===== config.mk =====
export PLATFORM = sky130hd
export DESIGN_NAME = mcdf_front
export DESIGN_NICKNAME = d
export VERILOG_FILES = /design/src/rtl/mcdf_pkg.sv /design/src/rtl/mcdf_front.sv
export SDC_FILE = /design/constraint.sdc
export NUM_CORES = 1
export LEC_CHECK = 0
export BUFFER_PORTS_ARGS = -buffer_cell sky130_fd_sc_hd__buf_2
export CORE_MARGIN = 4
export CORE_UTILIZATION = 41
export CTS_BUF_LIST = sky130_fd_sc_hd__clkbuf_2 sky130_fd_sc_hd__clkbuf_4 sky130_fd_sc_hd__clkbuf_8
export CTS_CLUSTER_DIAMETER = 200
export DETAILED_ROUTE_END_ITERATION = 6
export MAX_ROUTING_LAYER = met4
export PLACE_DENSITY = 0.64
export SLEW_MARGIN = 20
export SYNTH_ARGS = -nofsm -noshare
export SYNTH_HDL_FRONTEND = slang
export SYNTH_SLANG_ARGS = --single-unit

===== constraint.sdc =====
create_clock -name clk -period 4.06 [get_ports clk]
set_clock_uncertainty 0.05 [all_clocks]
set_input_delay 0.406 -clock clk [delete_from_list [all_inputs] [get_ports clk]]
set_output_delay 0.406 -clock clk [all_outputs]
set_load 0.1 [all_outputs]

===== src/rtl/mcdf_pkg.sv =====
`timescale 1ns / 1ps
package mcdf_pkg;
  localparam int MAX_ENTRIES = 32;
  localparam int IDX_W = $clog2(MAX_ENTRIES);
  localparam int CNT_W = $clog2(MAX_ENTRIES + 1);
  localparam int POS_W = 24;
  localparam int CONF_W = 16;
  localparam int TAG_W = 16;
  localparam int ID_W = 32;
  localparam int CFG_W = 32;
  localparam int CFG_IDX_W = 2;
  localparam int QDEPTH = 4;
  localparam int QPTR_W = $clog2(QDEPTH);

  typedef enum logic [1:0] {
    ACT_START = 2'd0,
    ACT_DET   = 2'd1,
    ACT_END   = 2'd2,
    ACT_NONE  = 2'd3
  } action_t;

  localparam logic [CFG_IDX_W-1:0] CFG_OVERLAP = 2'd0;
  localparam logic [CFG_IDX_W-1:0] CFG_ID_INC  = 2'd1;
  localparam logic [CFG_IDX_W-1:0] CFG_ID_OFS  = 2'd2;

  typedef struct packed {
    action_t            action;
    logic [POS_W-1:0]   x;
    logic [POS_W-1:0]   y;
    logic [POS_W-1:0]   z;
    logic [CONF_W-1:0]  conf;
    logic [TAG_W-1:0]   tag;
  } cmd_t;

  typedef struct packed {
    logic [POS_W-1:0]   x;
    logic [POS_W-1:0]   y;
    logic [POS_W-1:0]   z;
    logic [CONF_W-1:0]  conf;
    logic [TAG_W-1:0]   tag;
    logic [ID_W-1:0]    id;
    logic               ovf;
    logic               last;
  } res_t;

  typedef enum logic [2:0] {
    ST_IDLE,
    ST_READ,
    ST_CMP,
    ST_DEC,
    ST_EMIT,
    ST_EMIT_WAIT
  } state_t;
endpackage


===== src/rtl/mcdf_front.sv =====
`timescale 1ns / 1ps
module mcdf_front import mcdf_pkg::*; (
  input  logic              clk,
  input  logic              rst_n,
  input  logic              in_valid,
  output logic              in_full,
  input  cmd_t              in_cmd,
  output logic              q_valid,
  input  logic              q_pop,
  output cmd_t              q_cmd
);
  cmd_t              mem_r [QDEPTH];
  logic [QPTR_W-1:0] wp_r, rp_r;
  logic [QPTR_W:0]   cnt_r, cnt_nxt;
  logic              push_ok, keep;

  // unused action codes never enter the queue
  assign keep    = (in_cmd.action != ACT_NONE);
  assign in_full = (cnt_r == QPTR_W'(0) + (QPTR_W+1)'(QDEPTH));
  assign push_ok = in_valid && !in_full && keep;
  assign q_valid = (cnt_r != '0);
  assign q_cmd   = mem_r[rp_r];

  always_comb begin
    cnt_nxt = cnt_r;
    if (push_ok && !(q_pop && q_valid)) cnt_nxt = cnt_r + 1'b1;
    else if (!push_ok && q_pop && q_valid) cnt_nxt = cnt_r - 1'b1;
  end

  always_ff @(posedge clk) begin
    if (!rst_n) begin
      wp_r  <= '0;
      rp_r  <= '0;
      cnt_r <= '0;
    end else begin
      cnt_r <= cnt_nxt;
      if (push_ok) wp_r <= wp_r + 1'b1;
      if (q_pop && q_valid) rp_r <= rp_r + 1'b1;
    end
  end

  always_ff @(posedge clk) begin
    if (push_ok) mem_r[wp_r] <= in_cmd;
  end

  a_cnt_range: assert property (@(posedge clk) disable iff (!rst_n)
    cnt_r <= (QPTR_W+1)'(QDEPTH)) else $error("queue count out of range");
  a_no_pop_empty: assert property (@(posedge clk) disable iff (!rst_n)
    (cnt_r == '0) |-> !q_valid) else $error("valid on empty queue");
  a_ptr_gap: assert property (@(posedge clk) disable iff (!rst_n)
    (cnt_r != (QPTR_W+1)'(QDEPTH)) |-> (QPTR_W'(wp_r - rp_r) == cnt_r[QPTR_W-1:0]))
    else $error("pointer gap mismatch");
endmodule


==> results.yml <==
clock_network:
  hold_buffers: 105
  path_clk_slew_ns: 0.06
  cts_root_buffer: "clkbuf_8"
  cts_tree: "built"
  clock_sinks: 433
  cts_setup_buffers: 0
  cts_max_path_buffers: 3
  cts_buffers: 74
  htree_levels: 3
  ctsResizeCount: 0
  clock_latency_ns: 0.60
yosys:
  syn_area_per_cell_sq_um: 25.9
  synthCells: 608
  synth_edf_count: 424
  netlist_area_sq_mm: 0.0158
  synth_flop_cell: "edfxtp_1"
  yosys_register_bits: 433
  ys_seq_area_share_pct: 82.0
  syn_nets: 723
  yosysWarnings: 0
  synthArstFlopShare_pct: 0
  yosysUniqueCellTypes: 24
floorplan:
  initial_core_util_pct: 41.7
  row_count: 71
  coreArea_sq_mm: 0.0378
  die_w_um: 204
  chipHeight_um: 204
  ios: 218
  die_area_sq_mm: 0.0416
worst_setup_path:
  worst-path-buf-inv: 2
  end_kind: "output port"
  critPathLaunchType: "flop"
  cp_slowest_cell: "dfxtp_4"
  worstSetupPathType: "flop to output port"
  cp.arrival_ns: 2.64
  cp.required_ns: 3.60
  path_max_fanout: 42
  cpPeakStageDelay_ns: 0.78
  cp_top_family: "buffers and inverters"
  path_cells: "buf_4, mux4_2, buf_2"
route:
  vias_per_cell: 4.87
  ant_nets: 0
  dr_total_vias: 7622
  wl_per_cell_um: 20.1
  wirelength_um: 31500
  drt_first_pass_iters: 4
  drt_iter0_drc: 381
  drc: 0
job:
  drv_cap: 0
global_routing:
  grt_overflow: 0
  grt_max_degree: 65
  grt.total_usage_pct: 15.9
  grt_first_pass_wirelength_um: 49000
  antenna_found_initial: 2
  first_global_vias: 8571
place:
  post-place-ws_ns: 1.55
  place_congestion: 0.710
  portBuffers: 217
  dp_hpwl_um: 18100
status:
  outcome: "complete, no violations"
worst_hold_path:
  min_path_type: "input pin to flop"
timing:
  finalHoldViolCount: 0
  timing.fmax_mhz: 323
  fin_crit_sh_pct: 76.2
  worst_pin_slew_ns: 0.710
  drv_slew: 0
  fin_tns_setup_ns: 0
  finalSetupViolCount: 0
  fin_ws_ns: 0.968
  relSlewSlack_pct: 52.7
  layout_min_cycle_time_ns: 3.09
  rsz0062_at_grt: "no"
power_and_ir_drop:
  p_leak_nw: 6.79
  max-vdd-ir-drop_uv: 913
  powerDensity_mw_per_mm2: 774
final_layout:
  drive_gt1_share_pct: 43.7
  syn2layout_area_growth_pct: 27.2
  nFillCells: 2926
  final_nets: 1110
==> cells by family (layout without fill, tap and decap cells) <==
kind of cell	count (synthesis)	after routing	share of synthesized area [%]
flops	433	433	82.0
mux	109	109	15.3
buf+inv	29	470	0.921
simple gates	25	25	0.866
fa+ha+maj	5	5	0.445
xor+xnor	4	4	0.222
compound gates	3	3	0.238
other cells	0	4	0
==> metrics by stage <==
| step | power [mW] | std cells | utilization [%] | area [sq um] | hold slack, ns |
|---|---|---|---|---|---|
| 6_report | 15.5 | 1564 | 53.1 | 20000 | 0.101 |
| 4_1_cts | 15.7 | 1560 | 53.1 | 20000 | 0.0212 |
| 3_3_place_gp | 11.9 | 1325 | 46.5 | 17600 | 0.459 |
| 2_1_floorplan | 10.9 | 608 | - | 15800 | 0.426 |
| 5_1_grt | 16.1 | 1562 | 53.1 | 20000 | 0.0472 |
| 3_5_place_dp | 11.9 | 1325 | 46.5 | 17600 | 0.467 |
==> state kept, by name (all words and copies together) (netlist names), named ones only <==
signal and cells:
mem_r 424, rp_r 2, wp_r 2, cnt_r 3
==> routing by layer <==
| metal | routed length [um] | global-route usage [%] | vias up |
|---|---|---|---|
| met2 | 15400 | 24.9 | 217 |
| met5 | 0 | - | - |
| met4 | 608 | 5.38 | 0 |
| li1 | - | - | 3405 |
| met3 | 1920 | 4.28 | 53 |
| met1 | 13600 | 20.5 | 3947 |
==> path summary, 6_finish.rpt <==
check                           startpoint       endpoint  slack, ns  cells past startpoint
worst max-delay path                  flop      q_cmd[44]       0.97                      3
worst min-delay path                 rst_n       cnt_r[2]       0.10                      3
worst min register to register     wp_r[1]        wp_r[1]       0.48                      2
worst max register to register    cnt_r[0]  mem_r[1][100]       1.65                      4
==> report_power, final <==
group | leakage, nW | internal [mW] | switching, mW | total [mW]
logic | 2.11 | 1.38 | 4.90 | 6.28
clock network | 0.734 | 2.06 | 1.65 | 3.71
registers | 3.94 | 5.32 | 0.198 | 5.52
==> cell type report <==
cell class / instances / area (sq um) / share of cell area (%)
timing repair buffer: 337 / 2340 / 11.7
clock inverter: 33 / 215 / 1.07
tap: 511 / 639 / 3.19
multi-input combinational: 146 / 2710 / 13.5
sequential: 433 / 12900 / 64.5
antenna: 4 / 10.0 / 0.0499
inverter: 3 / 11.3 / 0.0562
clock buffer: 97 / 1200 / 6.01
==> cells in the final DEF (no fill, tap or decap) <==
cell type,instances
xnor2_1,4
buf_4,8
bufinv_16,2
a32oi_1,1
inv_1,3
mux4_2,106
and3_1,2
o31ai_4,1
dfxtp_4,2
nand2b_1,2
and2_1,4
dfxtp_1,7
mux2i_1,3
clkbuf_8,76
ha_1,4
nor2_1,1
clkinv_2,6
and2_4,4
dlygate4sd3_1,105
or3b_4,1
a21boi_0,1
nand3_1,2
edfxtp_1,424
inv_8,1
buf_2,217
or3_1,1
clkinvlp_4,5
nand2_1,8
buf_12,7
fa_1,1
clkbuf_4,21
diode_2,4
inv_6,1
clkinv_1,18
==> worst reg2reg max path, stage by stage (launching register included) <==
cell and delay (ns):
dfxtp_1 0.48, or3b_4 0.21, and3_1 0.32, and2_4 0.53, buf_4 0.46
==> synthesized netlist by cell type, drive strengths merged, types with 2 or more instances <==
master / instances / share of area, %
nand2b: 2 / 0.079
nand2: 8 / 0.19
edfxtp: 424 / 81
inv: 3 / 0.071
buf: 18 / 0.66
clkbuf: 8 / 0.19
dfxtp: 9 / 1.1
mux2i: 3 / 0.19
and2: 8 / 0.32
and3: 2 / 0.079
nand3: 2 / 0.064
mux4: 106 / 15
xnor2: 4 / 0.22
ha: 4 / 0.32
(Power assumes the default switching activity.)
